==> src/sv/ussc_pkg.sv <==
// Shared types and constants for the URL scheme safety check.
// Holds the channel payload structs, the verdict and escape codes and the scan state.
// No dependencies.
package ussc_pkg;

   typedef struct packed {
      logic [7:0] url_byte;
      logic       last_byte;
   } req_type;

   typedef enum logic [1:0] {
      VERDICT_RELATIVE  = 2'd0,
      VERDICT_ALLOWED   = 2'd1,
      VERDICT_UNKNOWN   = 2'd2,
      VERDICT_BACKSLASH = 2'd3
   } verdict_type;

   typedef struct packed {
      logic        url_safe;
      verdict_type verdict;
   } rsp_type;

   typedef enum logic [1:0] {
      ESC_NONE       = 2'd0,
      ESC_AFTER_PCT  = 2'd1,
      ESC_AFTER_HIGH = 2'd2
   } escape_type;

   localparam int SCHEME_LEN_W = 3;
   localparam int WORD_COUNT   = 4;

   typedef struct packed {
      escape_type               escape_phase;
      logic [3:0]               high_nibble;
      logic                     is_decided;
      verdict_type              held_verdict;
      logic                     before_first_letter;
      logic [SCHEME_LEN_W-1:0]  scheme_length;
      logic [WORD_COUNT-1:0]    word_match_flags;
   } scan_state_type;

   localparam scan_state_type SCAN_STATE_RESET = '{
      escape_phase:        ESC_NONE,
      high_nibble:         4'd0,
      is_decided:          1'b0,
      held_verdict:        VERDICT_RELATIVE,
      before_first_letter: 1'b1,
      scheme_length:       '0,
      word_match_flags:    '1
   };

endpackage

==> src/sv/ussc_step.sv <==
// Per-byte update of the URL scan state: percent-escape decode, scheme letter
// matching and verdict logic. Purely combinational. Depends on ussc_pkg.
module ussc_step
   import ussc_pkg::*;
(
   input  scan_state_type cur_state,
   input  req_type        item,
   output scan_state_type nxt_state,
   output rsp_type        result
);

   localparam logic [7:0] CH_PCT   = 8'h25;
   localparam logic [7:0] CH_COLON = 8'h3A;
   localparam logic [7:0] CH_SLASH = 8'h2F;
   localparam logic [7:0] CH_QUEST = 8'h3F;
   localparam logic [7:0] CH_HASH  = 8'h23;
   localparam logic [7:0] CH_BSL   = 8'h5C;
   localparam logic [7:0] CH_SPACE = 8'h20;
   localparam logic [SCHEME_LEN_W-1:0] SCHEME_LEN_MAX = '1;

   function automatic logic hex_ok(input logic [7:0] c);
      return (c >= "0" && c <= "9") || (c >= "a" && c <= "f") || (c >= "A" && c <= "F");
   endfunction

   function automatic logic [3:0] hex_val(input logic [7:0] c);
      logic [7:0] v;
      if (c >= "0" && c <= "9") begin
         v = c - 8'h30;
      end else if (c >= "a" && c <= "f") begin
         v = c - 8'h57;
      end else begin
         v = c - 8'h37;
      end
      return v[3:0];
   endfunction

   function automatic logic is_letter(input logic [7:0] c);
      return (c >= "a" && c <= "z") || (c >= "A" && c <= "Z");
   endfunction

   function automatic logic [SCHEME_LEN_W-1:0] word_len(input logic [1:0] w);
      logic [SCHEME_LEN_W-1:0] n;
      case (w)
         2'd0:    n = SCHEME_LEN_W'(4);
         2'd1:    n = SCHEME_LEN_W'(5);
         2'd2:    n = SCHEME_LEN_W'(6);
         default: n = SCHEME_LEN_W'(3);
      endcase
      return n;
   endfunction

   // Character of an allowed scheme word at a position; zero past the word end.
   function automatic logic [7:0] word_char(input logic [1:0] w,
                                            input logic [SCHEME_LEN_W-1:0] pos);
      logic [47:0] text;
      logic [7:0]  ch;
      case (w)
         2'd0:    text = {"http", 16'h0};
         2'd1:    text = {"https", 8'h0};
         2'd2:    text = "mailto";
         default: text = {"ftp", 24'h0};
      endcase
      case (pos)
         3'd0:    ch = text[47:40];
         3'd1:    ch = text[39:32];
         3'd2:    ch = text[31:24];
         3'd3:    ch = text[23:16];
         3'd4:    ch = text[15:8];
         3'd5:    ch = text[7:0];
         default: ch = 8'h0;
      endcase
      return ch;
   endfunction

   logic       take;
   logic [7:0] tbyte;
   logic [7:0] low;
   logic       fits;
   logic       any_match;
   logic [1:0] widx;

   always_comb begin
      nxt_state = cur_state;
      take      = 1'b0;
      tbyte     = item.url_byte;
      low       = 8'h0;
      fits      = 1'b0;
      any_match = 1'b0;
      widx      = 2'd0;

      if (!cur_state.is_decided) begin
         case (cur_state.escape_phase)
            ESC_AFTER_PCT: begin
               if (!hex_ok(item.url_byte) || item.last_byte) begin
                  nxt_state.is_decided   = 1'b1;
                  nxt_state.held_verdict = VERDICT_RELATIVE;
               end else begin
                  nxt_state.high_nibble  = hex_val(item.url_byte);
                  nxt_state.escape_phase = ESC_AFTER_HIGH;
               end
            end
            ESC_AFTER_HIGH: begin
               nxt_state.escape_phase = ESC_NONE;
               if (!hex_ok(item.url_byte)) begin
                  nxt_state.is_decided   = 1'b1;
                  nxt_state.held_verdict = VERDICT_RELATIVE;
               end else begin
                  take  = 1'b1;
                  tbyte = {cur_state.high_nibble, hex_val(item.url_byte)};
               end
            end
            default: begin
               if (item.url_byte == CH_PCT) begin
                  if (item.last_byte) begin
                     nxt_state.is_decided   = 1'b1;
                     nxt_state.held_verdict = VERDICT_RELATIVE;
                  end else begin
                     nxt_state.escape_phase = ESC_AFTER_PCT;
                  end
               end else begin
                  take = 1'b1;
               end
            end
         endcase
      end

      if (take) begin
         fits = is_letter(tbyte) ||
                (!cur_state.before_first_letter &&
                 ((tbyte >= "0" && tbyte <= "9") || tbyte == "+" ||
                  tbyte == "-" || tbyte == "."));
         low  = (tbyte >= "A" && tbyte <= "Z") ? (tbyte + 8'h20) : tbyte;
         for (int w = 0; w < WORD_COUNT; w++) begin
            widx = 2'(w);
            if (cur_state.word_match_flags[w] &&
                cur_state.scheme_length == word_len(widx)) begin
               any_match = 1'b1;
            end
         end

         if (tbyte == CH_COLON) begin
            nxt_state.is_decided = 1'b1;
            if (item.last_byte || cur_state.before_first_letter) begin
               nxt_state.held_verdict = VERDICT_RELATIVE;
            end else if (any_match) begin
               nxt_state.held_verdict = VERDICT_ALLOWED;
            end else begin
               nxt_state.held_verdict = VERDICT_UNKNOWN;
            end
         end else if (tbyte == CH_SLASH || tbyte == CH_QUEST || tbyte == CH_HASH) begin
            nxt_state.is_decided   = 1'b1;
            nxt_state.held_verdict = VERDICT_RELATIVE;
         end else if (tbyte == CH_BSL) begin
            nxt_state.is_decided   = 1'b1;
            nxt_state.held_verdict = VERDICT_BACKSLASH;
         end else if (tbyte <= CH_SPACE) begin
            // Control bytes and spaces are skipped.
         end else if (!fits) begin
            nxt_state.is_decided   = 1'b1;
            nxt_state.held_verdict = VERDICT_RELATIVE;
         end else begin
            nxt_state.before_first_letter = 1'b0;
            for (int w = 0; w < WORD_COUNT; w++) begin
               widx = 2'(w);
               if (!(cur_state.scheme_length < word_len(widx) &&
                     word_char(widx, cur_state.scheme_length) == low)) begin
                  nxt_state.word_match_flags[w] = 1'b0;
               end
            end
            if (cur_state.scheme_length != SCHEME_LEN_MAX) begin
               nxt_state.scheme_length = cur_state.scheme_length + 1'b1;
            end
         end
      end

      result.verdict  = nxt_state.is_decided ? nxt_state.held_verdict : VERDICT_RELATIVE;
      result.url_safe = ~result.verdict[1];
   end

endmodule

==> src/sv/url_scheme_safety_check.sv <==
// Top level of the URL scheme safety check: input register, scan state and
// result register around the per-byte update. Depends on ussc_pkg and ussc_step.
//
// Usage: a link destination enters one byte per transfer on the req_ channel,
// with last_byte set on its final byte. Every byte is taken; only the final
// byte produces a transfer on the rsp_ channel, carrying url_safe and verdict.
// Bytes of the next URL may follow directly on the next cycle.
// The final byte waits in the input register and its verdict is loaded into the
// result register when the byte moves on, which it does once the result
// register is free; the verdict then appears on rsp_.
// Throughput: one byte per cycle unless req_stall is high; the byte's scan state
// update is combinational logic between the input and state registers.
// When the receiver stalls, the result is held in the result register and the
// input register keeps accepting bytes until a second final byte is waiting;
// then req_stall rises until the result register frees up.
// Reset (synchronous, active high) empties both registers and returns the
// scan state to the start of a new URL.
module url_scheme_safety_check
   import ussc_pkg::*;
(
   input  logic    clock,
   input  logic    reset,
   input  logic    req_valid,
   output logic    req_stall,
   input  req_type req_data,
   output logic    rsp_valid,
   input  logic    rsp_stall,
   output rsp_type rsp_data
);

   logic           in_valid_ff, in_valid_in;
   req_type        in_data_ff, in_data_in;
   scan_state_type state_ff, state_in;
   logic           out_valid_ff, out_valid_in;
   rsp_type        out_data_ff, out_data_in;

   scan_state_type step_state;
   rsp_type        step_result;
   logic           out_free;
   logic           in_go;
   logic           req_take;

   ussc_step u_step (
      .cur_state (state_ff),
      .item      (in_data_ff),
      .nxt_state (step_state),
      .result    (step_result)
   );

   always_comb begin
      out_free  = !out_valid_ff || !rsp_stall;
      in_go     = in_valid_ff && (!in_data_ff.last_byte || out_free);
      req_stall = in_valid_ff && !in_go;
      req_take  = req_valid && !req_stall;

      in_valid_in = in_valid_ff;
      in_data_in  = in_data_ff;
      if (in_go) begin
         in_valid_in = 1'b0;
      end
      if (req_take) begin
         in_valid_in = 1'b1;
         in_data_in  = req_data;
      end

      state_in = state_ff;
      if (in_go) begin
         state_in = in_data_ff.last_byte ? SCAN_STATE_RESET : step_state;
      end

      out_valid_in = out_valid_ff && rsp_stall;
      out_data_in  = out_data_ff;
      if (in_go && in_data_ff.last_byte) begin
         out_valid_in = 1'b1;
         out_data_in  = step_result;
      end
   end

   always_ff @(posedge clock) begin
      if (reset) begin
         in_valid_ff  <= 1'b0;
         out_valid_ff <= 1'b0;
         state_ff     <= SCAN_STATE_RESET;
      end else begin
         in_valid_ff  <= in_valid_in;
         out_valid_ff <= out_valid_in;
         state_ff     <= state_in;
      end
      in_data_ff  <= in_data_in;
      out_data_ff <= out_data_in;
   end

   assign rsp_valid = out_valid_ff;
   assign rsp_data  = out_data_ff;

   // A waiting result is never overwritten by the next URL's verdict.
   a_no_overwrite: assert property (@(posedge clock) disable iff (reset)
      out_valid_ff && rsp_stall |-> !(in_go && in_data_ff.last_byte))
      else $error("result register overwritten while stalled");

   // After the final byte the scan restarts from the reset state.
   a_scan_restart: assert property (@(posedge clock) disable iff (reset)
      in_go && in_data_ff.last_byte |=> state_ff == SCAN_STATE_RESET)
      else $error("scan state not restarted after final byte");

   // Until a verdict is reached the held verdict stays at its reset code.
   a_undecided_clear: assert property (@(posedge clock) disable iff (reset)
      !state_ff.is_decided |-> state_ff.held_verdict == VERDICT_RELATIVE)
      else $error("held verdict set without a decision");

   // The safe flag agrees with the verdict code.
   a_safe_flag: assert property (@(posedge clock) disable iff (reset)
      out_valid_ff |-> out_data_ff.url_safe ==
         (out_data_ff.verdict == VERDICT_RELATIVE ||
          out_data_ff.verdict == VERDICT_ALLOWED))
      else $error("url_safe disagrees with verdict");

endmodule
==> config.mk <==
export PLATFORM = sky130hd
export DESIGN_NAME = url_scheme_safety_check
export DESIGN_NICKNAME = d
export VERILOG_FILES = /design/src/sv/ussc_pkg.sv /design/src/sv/ussc_step.sv /design/src/sv/url_scheme_safety_check.sv
export SDC_FILE = /design/constraint.sdc
export NUM_CORES = 1
export LEC_CHECK = 0
export ABC_CLOCK_PERIOD_IN_PS = 6590
export BUFFER_PORTS_ARGS = -buffer_cell sky130_fd_sc_hd__buf_2
export CORE_MARGIN = 1
export CORE_UTILIZATION = 50
export DETAILED_ROUTE_END_ITERATION = 10
export GPL_TIMING_DRIVEN = 1
export HOLD_SLACK_MARGIN = 0.12
export PLACE_DENSITY = 0.67
export REMOVE_ABC_BUFFERS = 1
export SETUP_SLACK_MARGIN = 0.02
export SLEW_MARGIN = 20
export SYNTH_ARGS = -nofsm -noshare
export SYNTH_HDL_FRONTEND = slang
export SYNTH_HIERARCHICAL = 1
export SYNTH_SLANG_ARGS = --single-unit
==> constraint.sdc <==
create_clock -name clock -period 6.59 [get_ports clock]
set_input_delay 0.659 -clock clock [delete_from_list [all_inputs] [get_ports clock]]
set_output_delay 0.659 -clock clock [all_outputs]
set_load 0.005 [all_outputs]
==> results of run 1 <==
-- Yosys cell counts, types with 4 or more instances --
cell type	instances
and2_1	4
o22a_1	6
o21ai_0	24
nor2b_1	8
buf_6	4
nand4_1	4
xnor2_1	9
nand2_1	33
o21a_1	4
nor3_1	8
a21oi_1	20
mux2i_1	7
nor2_1	32
dfxtp_1	19
inv_1	24
ha_1	13
a31oi_1	4
clkbuf_1	7
a22o_1	15
buf_2	5
o22ai_1	6
edfxtp_1	12
xor2_1	4
nand3_1	9
a21o_1	5
-- routing by layer --
| layer | vias to the layer above | routed length (um) | track usage, % |
|---|---|---|---|
| li1 | 1430 | - | - |
| met1 | 1380 | 3870 | 37.6 |
| met2 | 94 | 3570 | 38.9 |
| met3 | 5 | 492 | 4.49 |
| met5 | - | 0 | 0 |
| met4 | 0 | 60 | 5.36 |
-- worst max-delay path, delay by kind of cell, from the launching register on --
| kind | cells | cell delay, ns |
|---|---|---|
| muxes | 2 | 0.78 |
| DFF | 1 | 0.63 |
| and+or+nand+nor | 7 | 1.73 |
| buffers and inverters | 2 | 0.49 |
| adders and majority gates | 2 | 0.53 |
| AOI/OAI and AO/OA | 4 | 0.79 |
-- flip-flops by register name, summed over array words and instances (netlist names) --
name	count
in_data_ff	9
in_valid_ff	1
rsp_data	3
rsp_valid	1
state_ff	17
-- final cells by class --
type                    instances  area [um2]
inverters                      24        90.1
flip-flops and latches         31         741
clock inverters                 1        5.00
multi-input cells             302        2180
clock buffers                   7        86.3
fillers                       560        2680
well taps                      75        93.8
repair buffers                 17        85.1
-- power breakdown --
group,switching (W),internal (W)
sequential,0.0000127,0.000205
clock,0.0000707,0.0000842
combinational,0.0000572,0.0000398
total,0.000141,0.000329
-- per-stage QoR --
stage / hold slack [ns] / total power [W] / cell area [um2]
floorplan: 0.434 / 0.000290 / 3010
global placement: 0.449 / 0.000315 / 3190
detailed placement: 0.450 / 0.000317 / 3190
CTS: 0.478 / 0.000474 / 3280
global route: 0.496 / 0.000495 / 3280
finish: 0.473 / 0.000470 / 3280
-- kinds of logic after synthesis --
family	synth area share, %
xor+xnor	3.65
buf+inv	6.34
simple gates	23.1
compound gates	33.3
fa+ha+maj	5.22
mux	4.58
flops	23.8
-- worst max-delay path by stage --
stage | from | end | depth (start not counted)
3_5_place_dp | in_data_ff[1]$_DFFE_PP_ | state_ff[5]$_SDFFE_PP0P_ | 17
5_1_grt | in_data_ff[1]$_DFFE_PP_ | state_ff[5]$_SDFFE_PP0P_ | 17
3_3_place_gp | in_data_ff[1]$_DFFE_PP_ | state_ff[5]$_SDFFE_PP0P_ | 17
2_1_floorplan | in_data_ff[1]$_DFFE_PP_ | state_ff[5]$_SDFFE_PP0P_ | 17
6_report | in_data_ff[1]$_DFFE_PP_ | state_ff[5]$_SDFFE_PP0P_ | 17
4_1_cts | in_data_ff[1]$_DFFE_PP_ | state_ff[5]$_SDFFE_PP0P_ | 17
==> reports/qor.csv, run 1 <==
metric,value,unit
outcome,finished clean,
gp_congestion,0.880,
post-route-period-util,76.9,%
ir_drop,137,uV
synthTopCellsByArea,"dfxtp_1, edfxtp_1, ha_1, a22o_1, nand2_1",
cts_tree,yes,
clock_sinks,31,
via_count,2909,
portBuffers,17,
grt_pass1_wl,13.0,mm
clockBufferDepth,2,
setup_viol,0,
cp-end-kind,register,
clkLatencyLatePin,0.28,ns
via_per_inst,6.37,
layout_commonest_cell,nand2_1,
cp_max_fo,18,
synth_ff_type,dfxtp_1,
coreArea,0.00596,mm2
crit_path_top_delay_cell,and4_1,
period_needed,5.07,ns
skew,0.00856,ns
whs_path_depth,1,
dieHeight,81.0,um
ys.warnings.count,6,
power.density,143,mW/mm2
cpPeakStageDelay,0.72,ns
tns,0,ns
synthesis.area,0.00312,mm2
clkTransAtPathRegs,0.07,ns
final.setup.worst_slack,1.52,ns
synth_seq_area_share,23.8,%
syn_to_final_growth,5.22,%
ant_nets,0,
worstPathArrival,5.24,ns
dp_hpwl,5.80,mm
gr-total-overflow,0,
r2r_cells,17,
worst_setup_path_start_kind,register,
path_cells,inv_1 -> ha_1 -> nor4b_2 -> nor2_1 -> and4_1 -> mux2i_2 -> inv_1 -> ha_1 -> nor2b_1 -> and3_1 -> a41o_1 -> a31oi_1 -> o31ai_4 -> nor2_2 -> and3b_2 -> mux2_1 -> a22o_1,
p_leak,1.26,nW
grt_usage,25.6,%
slew_headroom,36.3,%
min_to,state_ff[9]$_SDFFE_PP0P_,
yosys_register_bits,31,
netlist_instances,375,
worst_ep_required_time,6.76,ns
cts_resized,0,
drc,0,
dieArea,0.00655,mm2
drive_gt1_share,13.9,%
r2r_slack,1.52,ns
hold_violations,0,
rows,28,
holdBufCountCts,0,
tightest_slew,0.950,ns
path_class,reg2reg,
finish.utilization,55.1,%
regToRegStartpoint,in_data_ff[1]$_DFFE_PP_,
layout_common_cells,"nand2_1, nor2_1, inv_1, o21ai_0, a21oi_1",
hp-start,state_ff[9]$_SDFFE_PP0P_,
drt-total-wl,7.99,mm
r2r-end,state_ff[5]$_SDFFE_PP0P_,
die_x,81.0,um
fmax,197,MHz
routedWlPerCell,17.5,um
fin_nets,407,
grt_max_degree,21,
rsz0062_at_grt,no,
synth_top_area_share,12.2,%
hp-class,reg2reg,
async_flop_share,0,%
antenna_found_initial,0,
grt_pass1_vias,2559,
initial_core_util,52.3,%
firstDrtPassIters,5,
diodes,0,
slew_viol_final,0,
cts_buffers,5,
pre_cts_slack,1.64,ns
cts-htree-levels,2,
drtIter0Drc,277,
syn_area_per_cell,8.31,um2
dp_cells,449,
yosysUniqueCellTypes,85,
synth_edf_count,12,
max_cap_violations,0,
pin_count,18,
cts-root-buf,clkbuf_8,
final_cells,457,
synth_top_area_cell,dfxtp_1,
cts_post_setup_buffers_inserted,0,
Power figures use the tool's default switching activity.
==> run 2, diff against run 1 <==
- ABC_CLOCK_PERIOD_IN_PS: 6590 -> 4300
- PLACE_DENSITY: 0.67 -> 0.7
- clock period: 6.59 -> 4.3 ns (I/O delays scaled with it)
==> run 2 against run 1 <==
Effect of this change:
- sequential cell count is the same
- first-iteration DRC count shrank 13%
- maximum frequency grew 29%
- combinational power grew 64%
==> reports/qor.csv, run 2 (synthesis gave the netlist of run 1 again) <==
metric,value,unit
worstPathArrival,4.12,ns
cts-root-buf,clkbuf_8,
cts_buffers,5,
drtIter0Drc,242,
finish.utilization,56.2,%
via_per_inst,6.34,
tightest_slew,0.959,ns
diodes,0,
dieArea,0.00655,mm2
r2r_cells,17,
dp_hpwl,5.95,mm
fin_nets,416,
hold_violations,0,
rsz0062_at_grt,no,
layout_common_cells,"nand2_1, nor2_1, inv_1, o21ai_0, a21oi_1",
top_register,state_ff,
dieHeight,81.0,um
portBuffers,17,
whs_path_depth,1,
largest_register_ffs,17,
drive_gt1_share,15.9,%
clock_sinks,31,
routedWlPerCell,17.1,um
gp_congestion,0.931,
firstDrtPassIters,5,
coreArea,0.00596,mm2
p_leak,1.30,nW
fmax,254,MHz
cts_resized,0,
period_needed,3.94,ns
cp-end-kind,register,
cts_tree,yes,
drt-total-wl,7.96,mm
outcome,finished clean,
layout_commonest_cell,nand2_1,
setup_viol,0,
holdBufCountCts,0,
skew,0.00408,ns
via_count,2955,
cp_max_fo,12,
slew_headroom,35.9,%
grt_usage,26.2,%
grt_pass1_vias,2761,
ir_drop,190,uV
die_x,81.0,um
syn_to_final_growth,7.39,%
cts-htree-levels,2,
drc,0,
hp-class,in2reg,
rows,28,
dp_cells,458,
grt_max_degree,21,
grt_pass1_wl,13.4,mm
path_class,reg2reg,
nFillCells,556,
cts_post_setup_buffers_inserted,0,
antenna_found_initial,0,
gr-total-overflow,0,
ant_nets,0,
slew_viol_final,0,
total_power,0.000725,W
clkTransAtPathRegs,0.07,ns
clockBufferDepth,2,
clkLatencyLatePin,0.28,ns
multi_input_comb_area,0.00218,mm2
initial_core_util,52.3,%
power.density,217,mW/mm2
seq_area,741,um2
max_cap_violations,0,
post-route-period-util,91.5,%
worst_ep_required_time,4.48,ns
final_cells,466,
pin_count,18,
worst_setup_path_start_kind,register,
[run 2: layer usage]
layer	GRT usage (%)	vias up	share of wire [%]
met5	0	-	0
met4	7.86	0	1.3
met3	2.70	11	5.0
met2	40.3	113	45
met1	38.2	1378	48
li1	-	1453	-
[run 2: critical path, stage by stage (launching register included)]
cell and delay [ns]:
edfxtp_1 0.38, buf_4 0.19, ha_1 0.28, nor4b_2 0.26
nor2_1 0.12, and4_1 0.25, mux2_2 0.34, inv_1 0.09
ha_1 0.18, nor2b_1 0.13, and3_1 0.19, a41o_1 0.19
a31oi_1 0.25, o31ai_4 0.12, nor2_2 0.11, and3b_2 0.23
mux2_1 0.31, a22o_1 0.20
[run 2: final cells by class]
class | instances | share of cell area [%]
clock inverter | 1 | 0.150
clock buffer | 7 | 2.58
timing repair buffer | 26 | 4.56
sequential | 31 | 22.1
multi-input combinational | 302 | 65.1
inverter | 24 | 2.69
tap | 75 | 2.80
[run 2: worst paths after layout]
path / from / end / slack, ns
setup / recovery: in_data_ff[1]$_DFFE_PP_ / state_ff[5]$_SDFFE_PP0P_ / 0.36
hold / removal: req_data[2] / in_data_ff[2]$_DFFE_PP_ / 0.32
setup reg to reg: in_data_ff[1]$_DFFE_PP_ / state_ff[5]$_SDFFE_PP0P_ / 0.36
hold reg to reg: state_ff[9]$_SDFFE_PP0P_ / state_ff[9]$_SDFFE_PP0P_ / 0.47
[run 2: power breakdown]
| part | leakage [nW] | internal, W | switching (W) | total, W |
|---|---|---|---|---|
| Sequential | 0.271 | 0.000314 | 0.0000131 | 0.000328 |
| Clock | 0.0482 | 0.000129 | 0.000110 | 0.000239 |
| Combinational | 0.982 | 0.0000647 | 0.0000945 | 0.000159 |
[run 2: metrics by stage]
step / hold slack, ns / setup slack (ns) / setup TNS (ns) / instance area, um2
2_1_floorplan: 0.434 / -0.146 / -0.146 / 3010
3_3_place_gp: 0.450 / 0.497 / 0 / 3260
3_5_place_dp: 0.454 / 0.408 / 0 / 3260
4_1_cts: 0.308 / 0.388 / 0 / 3350
5_1_grt: 0.305 / 0.144 / 0 / 3350
6_report: 0.317 / 0.364 / 0 / 3350
